`config.mk`:
```
export PLATFORM = sky130hd
export DESIGN_NAME = path_interval_cover_set
export DESIGN_NICKNAME = d
export VERILOG_FILES = /design/src/design/pics_pkg.sv /design/src/design/pics_table_store.sv /design/src/design/pics_list_store.sv /design/src/design/pics_ctrl.sv /design/src/design/path_interval_cover_set.sv
export SDC_FILE = /design/constraint.sdc
export NUM_CORES = 2
export LEC_CHECK = 0
export ABC_AREA = 1
export ABC_CLOCK_PERIOD_IN_PS = 4300
export BUFFER_PORTS_ARGS = -buffer_cell sky130_fd_sc_hd__clkbuf_2
export CORE_AREA = 4 4 574 576
export DETAILED_ROUTE_END_ITERATION = 10
export DIE_AREA = 0 0 578 580
export SETUP_SLACK_MARGIN = 0.15
export SLEW_MARGIN = 20
export SYNTH_ARGS = -nofsm -noshare
export SYNTH_HDL_FRONTEND = slang
export SYNTH_HIERARCHICAL = 1
export SYNTH_SLANG_ARGS = --single-unit
```
`constraint.sdc`:
```
create_clock -name i_clk -period 4.3 [get_ports i_clk]
set_input_delay 1.29 -clock i_clk [delete_from_list [all_inputs] [get_ports i_clk]]
set_output_delay 1.29 -clock i_clk [all_outputs]
set_load 0.03 [all_outputs]
```
`src/design/pics_pkg.sv`:
```
// ----------------------------------------------------------------------------
// Path interval cover set package
// Shared types, codes and default sizes.
// ----------------------------------------------------------------------------
package pics_pkg;

    localparam int S_SEGMENTS_DEF = 64;
    localparam int T_SEGMENTS_DEF = 32;
    localparam int PATH_MAX_DEF   = 16;

    localparam int COORD_W = 16;
    localparam int INDEX_W = 6;
    localparam int ITEM_W  = 7;
    localparam int PCNT_W  = 5;
    localparam int CCNT_W  = 6;
    localparam int CFG_W   = 6;

    localparam logic [1:0] FUNC_LOAD_S = 2'd0;
    localparam logic [1:0] FUNC_LOAD_T = 2'd1;
    localparam logic [1:0] FUNC_PATH   = 2'd2;

    localparam logic [1:0] KIND_PART  = 2'd0;
    localparam logic [1:0] KIND_COVER = 2'd1;
    localparam logic [1:0] KIND_MARK  = 2'd2;

    typedef enum logic [2:0] {
        ST_IDLE,
        ST_SREAD,
        ST_SCAN,
        ST_DRAIN,
        ST_CLEAR
    } t_state;

    typedef struct packed {
        logic [COORD_W-1:0] start;
        logic [COORD_W-1:0] finish;
    } t_interval;

    typedef struct packed {
        logic [1:0]         func;
        logic [INDEX_W-1:0] table_index;
        logic [COORD_W-1:0] interval_start;
        logic [COORD_W-1:0] interval_finish;
        logic [ITEM_W-1:0]  segment_number;
    } t_in_item;

    typedef struct packed {
        logic [1:0]        kind;
        logic [ITEM_W-1:0] item_value;
        logic [PCNT_W-1:0] part_count;
        logic [CCNT_W-1:0] cover_count;
        logic              path_overflow;
        logic              bad_segment;
        logic              last;
    } t_out_item;

endpackage

```
`src/design/pics_table_store.sv`:
```
// ----------------------------------------------------------------------------
// Interval table store
// One memory holding the S intervals followed by the T intervals.
// ----------------------------------------------------------------------------
module pics_table_store
    import pics_pkg::*;
#(
    parameter int DEPTH = S_SEGMENTS_DEF + T_SEGMENTS_DEF,
    parameter int AW    = $clog2(DEPTH)
) (
    input  logic          i_clk,
    input  logic          i_we,
    input  logic [AW-1:0] i_waddr,
    input  t_interval     i_wdata,
    input  logic [AW-1:0] i_raddr,
    output t_interval     o_rdata
);

    t_interval r_mem [DEPTH];
    t_interval r_rdata;

    always_ff @(posedge i_clk) begin
        if (i_we) begin
            r_mem[i_waddr] <= i_wdata;
        end
        r_rdata <= r_mem[i_raddr];
    end

    assign o_rdata = r_rdata;

endmodule

```
`src/design/pics_list_store.sv`:
```
// ----------------------------------------------------------------------------
// Part and cover list store
// One memory holding the part list followed by the covered list.
// ----------------------------------------------------------------------------
module pics_list_store
    import pics_pkg::*;
#(
    parameter int DEPTH = PATH_MAX_DEF + T_SEGMENTS_DEF,
    parameter int AW    = $clog2(DEPTH)
) (
    input  logic              i_clk,
    input  logic              i_we,
    input  logic [AW-1:0]     i_waddr,
    input  logic [ITEM_W-1:0] i_wdata,
    input  logic [AW-1:0]     i_raddr,
    output logic [ITEM_W-1:0] o_rdata
);

    logic [ITEM_W-1:0] r_mem [DEPTH];
    logic [ITEM_W-1:0] r_rdata;

    always_ff @(posedge i_clk) begin
        if (i_we) begin
            r_mem[i_waddr] <= i_wdata;
        end
        r_rdata <= r_mem[i_raddr];
    end

    assign o_rdata = r_rdata;

endmodule

```
`src/design/pics_ctrl.sv`:
```
// ----------------------------------------------------------------------------
// Path interval cover set sequencer
// Handles loads, runs the overlap scan per path element and drains the lists.
// ----------------------------------------------------------------------------
module pics_ctrl
    import pics_pkg::*;
#(
    parameter int S_SEGMENTS = S_SEGMENTS_DEF,
    parameter int T_SEGMENTS = T_SEGMENTS_DEF,
    parameter int PATH_MAX   = PATH_MAX_DEF,
    parameter int TA_W       = $clog2(S_SEGMENTS + T_SEGMENTS),
    parameter int LA_W       = $clog2(PATH_MAX + T_SEGMENTS)
) (
    input  logic              i_clk,
    input  logic              i_rst_n,
    input  logic              i_start,
    input  t_in_item          i_item,
    output logic              o_busy,
    input  logic              i_cfg_valid,
    input  logic [CFG_W-1:0]  i_cfg_data,
    output logic              o_cfg_ready,
    output logic              o_tbl_we,
    output logic [TA_W-1:0]   o_tbl_waddr,
    output t_interval         o_tbl_wdata,
    output logic [TA_W-1:0]   o_tbl_raddr,
    input  t_interval         i_tbl_rdata,
    output logic              o_lst_we,
    output logic [LA_W-1:0]   o_lst_waddr,
    output logic [ITEM_W-1:0] o_lst_wdata,
    output logic [LA_W-1:0]   o_lst_raddr,
    input  logic [ITEM_W-1:0] i_lst_rdata,
    output logic              o_res_valid,
    output t_out_item         o_res
);

    localparam int TI_W = (T_SEGMENTS > 1) ? $clog2(T_SEGMENTS) : 1;
    localparam int TC_W = $clog2(T_SEGMENTS + 1);
    localparam int PF_W = $clog2(PATH_MAX + 1);
    localparam int EP_W = $clog2(PATH_MAX + T_SEGMENTS + 1);

    t_state                r_state, n_state;
    logic [PF_W-1:0]       r_part_fill, n_part_fill;
    logic [TC_W-1:0]       r_cover_fill, n_cover_fill;
    logic [T_SEGMENTS-1:0] r_seen, n_seen;
    logic                  r_err_ov, n_err_ov;
    logic                  r_err_bad, n_err_bad;
    logic [TI_W-1:0]       r_ci, n_ci;
    logic [EP_W-1:0]       r_ep, n_ep;
    logic [COORD_W-1:0]    r_ss, n_ss;
    logic [COORD_W-1:0]    r_se, n_se;
    logic                  r_ov, n_ov;
    logic [1:0]            r_okind, n_okind;
    logic                  r_olast, n_olast;
    logic [CFG_W-1:0]      r_t_count;

    logic [TC_W-1:0]       lim;
    logic [EP_W-1:0]       total;
    logic                  hit;
    logic                  in_parts;
    logic                  is_last;

    assign lim = (32'(r_t_count) > T_SEGMENTS) ? TC_W'(T_SEGMENTS) : TC_W'(r_t_count);
    assign total = EP_W'(r_part_fill) + EP_W'(r_cover_fill);
    assign in_parts = 32'(r_ep) < 32'(r_part_fill);
    assign is_last = (32'(r_ep) + 32'd1) == 32'(total);

    assign hit = ((i_tbl_rdata.start <= r_ss) && (r_ss <= i_tbl_rdata.finish)) ||
                 ((i_tbl_rdata.start <= r_se) && (r_se <= i_tbl_rdata.finish)) ||
                 ((i_tbl_rdata.start >= r_ss) && (r_se >= i_tbl_rdata.finish));

    always_ff @(posedge i_clk) begin
        if (!i_rst_n) begin
            r_state      <= ST_IDLE;
            r_part_fill  <= '0;
            r_cover_fill <= '0;
            r_seen       <= '0;
            r_err_ov     <= 1'b0;
            r_err_bad    <= 1'b0;
            r_ci         <= '0;
            r_ep         <= '0;
            r_ov         <= 1'b0;
            r_okind      <= KIND_PART;
            r_olast      <= 1'b0;
            r_t_count    <= '0;
        end else begin
            r_state      <= n_state;
            r_part_fill  <= n_part_fill;
            r_cover_fill <= n_cover_fill;
            r_seen       <= n_seen;
            r_err_ov     <= n_err_ov;
            r_err_bad    <= n_err_bad;
            r_ci         <= n_ci;
            r_ep         <= n_ep;
            r_ov         <= n_ov;
            r_okind      <= n_okind;
            r_olast      <= n_olast;
            if (i_cfg_valid && o_cfg_ready) begin
                r_t_count <= i_cfg_data;
            end
        end
    end

    always_ff @(posedge i_clk) begin
        r_ss <= n_ss;
        r_se <= n_se;
    end

    always_comb begin
        n_state      = r_state;
        n_part_fill  = r_part_fill;
        n_cover_fill = r_cover_fill;
        n_seen       = r_seen;
        n_err_ov     = r_err_ov;
        n_err_bad    = r_err_bad;
        n_ci         = r_ci;
        n_ep         = r_ep;
        n_ss         = r_ss;
        n_se         = r_se;
        n_ov         = 1'b0;
        n_okind      = r_okind;
        n_olast      = 1'b0;
        o_tbl_we     = 1'b0;
        o_tbl_waddr  = '0;
        o_tbl_wdata  = '{start: i_item.interval_start, finish: i_item.interval_finish};
        o_tbl_raddr  = '0;
        o_lst_we     = 1'b0;
        o_lst_waddr  = '0;
        o_lst_wdata  = i_item.segment_number;
        o_lst_raddr  = '0;
        case (r_state)
            ST_IDLE: begin
                if (i_start) begin
                    case (i_item.func)
                        FUNC_LOAD_S: begin
                            if (32'(i_item.table_index) < S_SEGMENTS) begin
                                o_tbl_we    = 1'b1;
                                o_tbl_waddr = TA_W'(i_item.table_index);
                            end
                        end
                        FUNC_LOAD_T: begin
                            if (32'(i_item.table_index) < T_SEGMENTS) begin
                                o_tbl_we    = 1'b1;
                                o_tbl_waddr = TA_W'(S_SEGMENTS + 32'(i_item.table_index));
                            end
                        end
                        FUNC_PATH: begin
                            if (i_item.segment_number == '0) begin
                                n_ep    = '0;
                                n_state = ST_DRAIN;
                            end else if (32'(i_item.segment_number) > S_SEGMENTS) begin
                                n_err_bad = 1'b1;
                            end else if (32'(r_part_fill) >= PATH_MAX) begin
                                n_err_ov = 1'b1;
                            end else begin
                                o_lst_we    = 1'b1;
                                o_lst_waddr = LA_W'(r_part_fill);
                                n_part_fill = r_part_fill + 1'b1;
                                o_tbl_raddr = TA_W'(32'(i_item.segment_number) - 32'd1);
                                if (lim != '0) begin
                                    n_state = ST_SREAD;
                                end
                            end
                        end
                        default: begin
                        end
                    endcase
                end
            end
            ST_SREAD: begin
                n_ss        = i_tbl_rdata.start;
                n_se        = i_tbl_rdata.finish;
                n_ci        = '0;
                o_tbl_raddr = TA_W'(S_SEGMENTS);
                n_state     = ST_SCAN;
            end
            ST_SCAN: begin
                if (hit && !r_seen[r_ci] && (32'(r_cover_fill) < T_SEGMENTS)) begin
                    n_seen[r_ci] = 1'b1;
                    o_lst_we     = 1'b1;
                    o_lst_waddr  = LA_W'(PATH_MAX + 32'(r_cover_fill));
                    o_lst_wdata  = ITEM_W'(32'(r_ci) + 32'd1);
                    n_cover_fill = r_cover_fill + 1'b1;
                end
                if ((32'(r_ci) + 32'd1) >= 32'(lim)) begin
                    n_state = ST_IDLE;
                end else begin
                    n_ci        = r_ci + 1'b1;
                    o_tbl_raddr = TA_W'(S_SEGMENTS + 32'(r_ci) + 32'd1);
                end
            end
            ST_DRAIN: begin
                n_ov = 1'b1;
                if (total == '0) begin
                    n_okind = KIND_MARK;
                    n_olast = 1'b1;
                    n_state = ST_CLEAR;
                end else begin
                    if (in_parts) begin
                        o_lst_raddr = LA_W'(r_ep);
                        n_okind     = KIND_PART;
                    end else begin
                        o_lst_raddr = LA_W'(PATH_MAX + 32'(r_ep) - 32'(r_part_fill));
                        n_okind     = KIND_COVER;
                    end
                    n_olast = is_last;
                    n_ep    = r_ep + 1'b1;
                    if (is_last) begin
                        n_state = ST_CLEAR;
                    end
                end
            end
            ST_CLEAR: begin
                n_part_fill  = '0;
                n_cover_fill = '0;
                n_seen       = '0;
                n_err_ov     = 1'b0;
                n_err_bad    = 1'b0;
                n_state      = ST_IDLE;
            end
            default: begin
                n_state = ST_IDLE;
            end
        endcase
    end

    assign o_busy      = (r_state != ST_IDLE);
    assign o_cfg_ready = (r_state == ST_IDLE);
    assign o_res_valid = r_ov;

    always_comb begin
        o_res.kind          = r_okind;
        o_res.item_value    = (r_okind == KIND_MARK) ? '0 : i_lst_rdata;
        o_res.part_count    = PCNT_W'(r_part_fill);
        o_res.cover_count   = CCNT_W'(r_cover_fill);
        o_res.path_overflow = r_err_ov;
        o_res.bad_segment   = r_err_bad;
        o_res.last          = r_olast;
    end

endmodule

```
`src/design/path_interval_cover_set.sv`:
```
// Interval loads and dropped path elements leave the sequencer idle; busy stays low.
// A path element reads its S interval and scans min(t_segment_count, T_SEGMENTS)
// T entries, one T entry per cycle from the table memory; with none it stays idle.
// A path end drains the result beats from the list memory, one per cycle, then clears;
// the first beat strobes once the drain state has registered the result valid.
// Synchronous active-low reset clears the fills, flags, cover marks and config.
// ----------------------------------------------------------------------------
// Path interval cover set
// Top level joining the sequencer, the interval table and the list memory.
// ----------------------------------------------------------------------------
module path_interval_cover_set
    import pics_pkg::*;
#(
    parameter int S_SEGMENTS = S_SEGMENTS_DEF,
    parameter int T_SEGMENTS = T_SEGMENTS_DEF,
    parameter int PATH_MAX   = PATH_MAX_DEF
) (
    input  logic             i_clk,
    input  logic             i_rst_n,
    input  logic             i_start,
    input  t_in_item         i_item,
    output logic             o_busy,
    input  logic             i_cfg_valid,
    input  logic [CFG_W-1:0] i_cfg_data,
    output logic             o_cfg_ready,
    output logic             o_res_valid,
    output t_out_item        o_res
);

    localparam int TDEPTH = S_SEGMENTS + T_SEGMENTS;
    localparam int LDEPTH = PATH_MAX + T_SEGMENTS;
    localparam int TA_W   = $clog2(TDEPTH);
    localparam int LA_W   = $clog2(LDEPTH);

    logic              tbl_we;
    logic [TA_W-1:0]   tbl_waddr;
    t_interval         tbl_wdata;
    logic [TA_W-1:0]   tbl_raddr;
    t_interval         tbl_rdata;
    logic              lst_we;
    logic [LA_W-1:0]   lst_waddr;
    logic [ITEM_W-1:0] lst_wdata;
    logic [LA_W-1:0]   lst_raddr;
    logic [ITEM_W-1:0] lst_rdata;

    pics_ctrl #(
        .S_SEGMENTS (S_SEGMENTS),
        .T_SEGMENTS (T_SEGMENTS),
        .PATH_MAX   (PATH_MAX),
        .TA_W       (TA_W),
        .LA_W       (LA_W)
    ) u_ctrl (
        .i_clk       (i_clk),
        .i_rst_n     (i_rst_n),
        .i_start     (i_start),
        .i_item      (i_item),
        .o_busy      (o_busy),
        .i_cfg_valid (i_cfg_valid),
        .i_cfg_data  (i_cfg_data),
        .o_cfg_ready (o_cfg_ready),
        .o_tbl_we    (tbl_we),
        .o_tbl_waddr (tbl_waddr),
        .o_tbl_wdata (tbl_wdata),
        .o_tbl_raddr (tbl_raddr),
        .i_tbl_rdata (tbl_rdata),
        .o_lst_we    (lst_we),
        .o_lst_waddr (lst_waddr),
        .o_lst_wdata (lst_wdata),
        .o_lst_raddr (lst_raddr),
        .i_lst_rdata (lst_rdata),
        .o_res_valid (o_res_valid),
        .o_res       (o_res)
    );

    pics_table_store #(
        .DEPTH (TDEPTH),
        .AW    (TA_W)
    ) u_tables (
        .i_clk   (i_clk),
        .i_we    (tbl_we),
        .i_waddr (tbl_waddr),
        .i_wdata (tbl_wdata),
        .i_raddr (tbl_raddr),
        .o_rdata (tbl_rdata)
    );

    pics_list_store #(
        .DEPTH (LDEPTH),
        .AW    (LA_W)
    ) u_lists (
        .i_clk   (i_clk),
        .i_we    (lst_we),
        .i_waddr (lst_waddr),
        .i_wdata (lst_wdata),
        .i_raddr (lst_raddr),
        .o_rdata (lst_rdata)
    );

endmodule

```
==> impl.org <==
** Status
- The run finished with clean final reports.

** Worst setup path
- Worst EP required :: 5.22 ns
- Reg-to-reg endpoint :: u_tables/o_rdata[18]$_DFF_P_
- Capturing element type of the critical path :: register
- Critical Path Start :: u_ctrl/r_ci[0]$_SDFFE_PN0P_
- Largest stage delay on the critical path :: 0.38 ns
- In this design, the critical path's most frequently occurring cell is sky130_fd_sc_hd__nand2_1.
- The worst setup path is launched from a register.
- Max stage delay cell, worst path :: sky130_fd_sc_hd__dfxtp_4
- Biggest fanout along the worst timing path :: 12
- The startpoint identified for the worst register-to-register timing path is u_ctrl/r_ci[0]$_SDFFE_PN0P_.
- For the worst setup path, the data arrival time is 5.12 ns.
- The setup path with the least slack is of type register to register.
- Worst-case reg-to-reg path depth :: 29
- Setup slack on the worst flop-to-flop path :: 0.10 ns

** CTS
- At the later pin of the worst-skew pair, clock insertion delay measures 0.98 ns.
- Clock-pin slew was measured on the worst setup and hold paths at 0.06 ns.
- TritonCTS created 367 clock buffers.
- Sink count of the clock tree :: 3,548
- Clock tree synthesis selected as its root buffer the cell sky130_fd_sc_hd__clkbuf_16.
- TritonCTS built the clock tree.
- Deepest clock path buffer count :: 4
- Level count of the clock H-tree :: 5

** Finish
- Sequential cell area :: 105,000 sq um
- After the last flow step, the layout net total stands at 13.5k.
- Count of filler cells inserted in the layout :: 26.4k
- The count of cells in the finished layout, fillers not included, comes to 18.0k.
- Non-Filler Cell Area, Final :: 180,000 sq um
- Share of post-route cells with drive strength above 1 :: 18.6%
- Area grow syn2layout :: 23.8%
- Multi-input gate area in the final layout :: 38,900 sq um

** Drt
- The routed layout has 104k vias.
- Number of routed nets with antenna violations :: 0
- Remaining design rule violation count :: 0
- In the final routed layout, each cell accounts on average for 26.3 um.
- Detailed-routing iteration count for the pre-antenna-repair pass :: 6
- Vias per Instance :: 5.80
- Iteration-0 DRC Markers :: 14.4k
- The final layout contains routed wiring with a total length of 474,000 um.

** STA
- Achievable clock frequency :: 238 MHz
- Part of the cycle the worst path needs :: 97.6%
- The final hold violation count is 0.
- For the pin with the worst max-slew slack, the measured transition is 1.20 ns.
- Setup repair after global routing could not meet its margin everywhere.
- The worst path needs 4.20 ns of the cycle, external delays included.
- Max Clock Skew :: 0.0744 ns
- Max-slew violations :: 0
- Summed negative setup slack over all endpoints :: 0 ns
- Max-Slew Margin vs Limit :: 19.7%
- Finish-stage setup viols :: 0

** Worst hold path
- Hold Crit Endpoint :: u_ctrl/r_se[12]$_DFFE_PP_
- Along the worst hold path, the cell count comes to 0.
- Min-delay src :: u_tables/o_rdata[12]$_DFF_P_
- Classification of the worst-slack hold path :: register to register

** Die
- Initial standard-cell utilization of the core :: 45.0%
- Row generation in the floorplan step produced 209 rows.
- Width of the chip :: 578 um
- After floorplanning, the core was sized to cover 324,000 sq um.
- 83 I/O pins were placed.
- The die is 580 um tall.
- The floorplan step defined a die boundary enclosing 335,000 sq um.

** Logic synthesis
- The cell count after synthesis came out at 12.5k.
- Dividing the synthesized area by the synthesized cell count gives 11.7 sq um.
- Most used flip-flop cell after synthesis :: sky130_fd_sc_hd__edfxtp_1
- Register bit total from synthesis :: 3,548
- Warning count from the yosys run :: 6
- Number of flops mapped to enable cells by yosys :: 3,440
- Number of different library cells in the post-synthesis netlist :: 51
- The number of nets handed over by synthesis was 12.7k.
- Register area share after synthesis :: 72.4%
- Synth Cell Area :: 146,000 sq um
- Share of flip-flops with an asynchronous set or reset after synthesis :: 0%

** Power and ir drop
- Dividing total power by cell area gives a power density of 413 nW/um^2.
- The analysis attributes to cell leakage a power of 65.4 nW.
- Worst-case vdd ir drop :: 0.391 mV

** GRT
- Global routing consumed, over all layers together, 26.5% of the routing resources.
- The via count of the first global-routing pass was 98.3k.
- The initial antenna violation count was 16.
- Largest net degree at the start of global routing :: 113
- The first global-routing pass estimated 664,000 um of wire.
- Gr ovfl total :: 0

** Placement
- Input and output buffers added on the ports amount to 82.
- Routability congestion estimate from global placement :: 0.926
- DP Cell Count :: 17.1k
- Once detailed placement completed, the half-perimeter wirelength came to 274,000 um.
- Once placement finished, the instance area stood at 160,000 sq um.

** Flow run
- Max-cap violations in this run came to 0.
## kinds of logic (layout without fill, tap and decap cells)
family                   Yosys count  in the layout  synth area share, %
AND/OR/NAND/NOR                 6753           6753                 19.4
flip-flops                      3548           3548                 72.4
buffers and inverters           1094           2265                 3.49
AO/OA/AOI/OAI                    988            988                 3.69
adder cells (fa/ha/maj)           99             99                0.866
XOR/XNOR                          18             18                0.108
other                              0              3                    0
## metrics by stage
| stage | hold slack [ns] | utilization, % | worst slack, ns | power (mW) |
|---|---|---|---|---|
| after floorplan | 0.408 | - | -0.0640 | 40.5 |
| after detailed placement | 0.431 | 49.5 | -0.644 | 42.2 |
| after global routing | 0.454 | 55.7 | -0.0415 | 76.5 |
| after global placement | 0.420 | 49.5 | -0.734 | 42.2 |
| final | 0.443 | 55.7 | 0.104 | 74.5 |
| after CTS | 0.444 | 53.9 | 0.102 | 74.4 |
## layer usage
layer | track usage (%) | routed length (um) | up-vias
met2 | 41.7 | 220000 | 5901
li1 | - | - | 45900
met3 | 4.04 | 48600 | 914
met1 | 36.9 | 185000 | 51700
met4 | 11.0 | 21000 | 8
met5 | 0 | 47 | -
## layout by cell type, fill, tap and decap left out, types with 18 or more instances in the layout
cell and count:
sky130_fd_sc_hd__nand3_2 189, sky130_fd_sc_hd__edfxtp_1 3440, sky130_fd_sc_hd__buf_16 67, sky130_fd_sc_hd__o211ai_1 40, sky130_fd_sc_hd__clkinv_2 47, sky130_fd_sc_hd__o21ai_0 446, sky130_fd_sc_hd__nand2_2 227, sky130_fd_sc_hd__clkbuf_16 427
sky130_fd_sc_hd__buf_6 103, sky130_fd_sc_hd__nor2_4 99, sky130_fd_sc_hd__buf_8 26, sky130_fd_sc_hd__nand3_1 1926, sky130_fd_sc_hd__clkinv_1 76, sky130_fd_sc_hd__nand2_1 3510, sky130_fd_sc_hd__buf_12 339, sky130_fd_sc_hd__dfxtp_1 102
sky130_fd_sc_hd__o21ai_1 77, sky130_fd_sc_hd__clkinvlp_4 18, sky130_fd_sc_hd__nand2_4 45, sky130_fd_sc_hd__ha_1 91, sky130_fd_sc_hd__clkbuf_1 76, sky130_fd_sc_hd__o22ai_1 157, sky130_fd_sc_hd__clkbuf_2 50, sky130_fd_sc_hd__a21oi_1 191
sky130_fd_sc_hd__bufinv_16 44, sky130_fd_sc_hd__buf_4 651, sky130_fd_sc_hd__nor3_1 22, sky130_fd_sc_hd__nor2_1 594, sky130_fd_sc_hd__nand3_4 61, sky130_fd_sc_hd__nand4_1 51, sky130_fd_sc_hd__inv_1 268
## power breakdown
| part | total [mW] | internal, mW | switching (mW) |
|---|---|---|---|
| sequential | 38.1 | 38.0 | 0.107 |
| combinational | 3.95 | 1.22 | 2.73 |
| clock | 32.4 | 18.8 | 13.6 |
## worst max-delay path by stage
stage,end,slack [ns],depth (start not counted)
5_1_grt,u_tables/o_rdata[21]$_DFF_P_,-0.04,31
3_3_place_gp,u_tables/o_rdata[11]$_DFF_P_,-0.73,23
4_1_cts,u_tables/o_rdata[8]$_DFF_P_,0.10,29
3_5_place_dp,u_tables/o_rdata[11]$_DFF_P_,-0.64,23
2_1_floorplan,u_tables/r_mem[15][0]$_DFFE_PP_,-0.06,9
6_report,u_tables/o_rdata[18]$_DFF_P_,0.10,29
## worst max-delay path: cells and delay by family (launching register included)
kind	cells	cell delay, ns
compound gates	3	0.47
fa+ha+maj	2	0.34
buf+inv	9	1.33
flops	1	0.38
simple gates	15	1.62
## final cells by class
type | count | area share, %
Sequential cell | 3548 | 58.5
Clock buffer | 461 | 5.41
Antenna cell | 3 | 0.00416
Clock inverter | 211 | 1.38
Timing Repair Buffer | 1305 | 9.50
Timing Repair inverter | 3 | 0.0347
Inverter | 285 | 0.638
Multi-Input combinational cell | 7858 | 21.6
Tap cell | 4325 | 3.00
## synthesized netlist by cell type (9+ instances only)
master	instances	area (sq um)
sky130_fd_sc_hd__o21ai_1	36	180
sky130_fd_sc_hd__o21ai_0	506	2530
sky130_fd_sc_hd__a21oi_1	200	1000
sky130_fd_sc_hd__nand3_1	2175	10900
sky130_fd_sc_hd__edfxtp_1	3440	103000
sky130_fd_sc_hd__nor2_1	700	2630
sky130_fd_sc_hd__buf_2	208	1040
sky130_fd_sc_hd__dfxtp_1	108	2160
sky130_fd_sc_hd__o31ai_1	12	90.1
sky130_fd_sc_hd__clkbuf_1	324	1220
sky130_fd_sc_hd__inv_1	271	1020
sky130_fd_sc_hd__o211ai_1	40	300
sky130_fd_sc_hd__o22ai_1	162	1010
sky130_fd_sc_hd__nand4_1	51	319
sky130_fd_sc_hd__nand2_1	3779	14200
sky130_fd_sc_hd__inv_2	9	33.8
sky130_fd_sc_hd__buf_4	135	1010
sky130_fd_sc_hd__buf_6	19	214
sky130_fd_sc_hd__nor3_1	23	115
sky130_fd_sc_hd__ha_1	96	1200
sky130_fd_sc_hd__o221ai_1	9	78.8
sky130_fd_sc_hd__buf_1	117	439
sky130_fd_sc_hd__xor2_1	13	114
## timing repair
action	in CTS	in global routing
setup endpoints to repair	405	185
endpoints found under the hold margin	0	0
gates resized for setup	210	794
cloned	31	61
buffers inserted	29	134
hold buffers	0	0
pin swaps	16	212
## sequential cells by signal, summed over array words and instances (netlist names)
register	cells
u_ctrl/r_se	16
u_ctrl/r_olast	1
u_ctrl/o_res_valid	1
u_tables/r_mem	3072
u_ctrl/r_part_fill	5
u_tables/o_rdata	32
u_ctrl/r_state	3
u_ctrl/r_ss	16
u_ctrl/r_ci	5
u_ctrl/r_t_count	6
u_lists/r_mem	336
u_ctrl/r_ep	6
u_ctrl/r_err_ov	1
u_ctrl/r_seen	32
u_ctrl/r_err_bad	1
u_ctrl/r_okind	2
u_ctrl/r_cover_fill	6
u_lists/o_rdata	7
(Power assumes the default switching activity.)
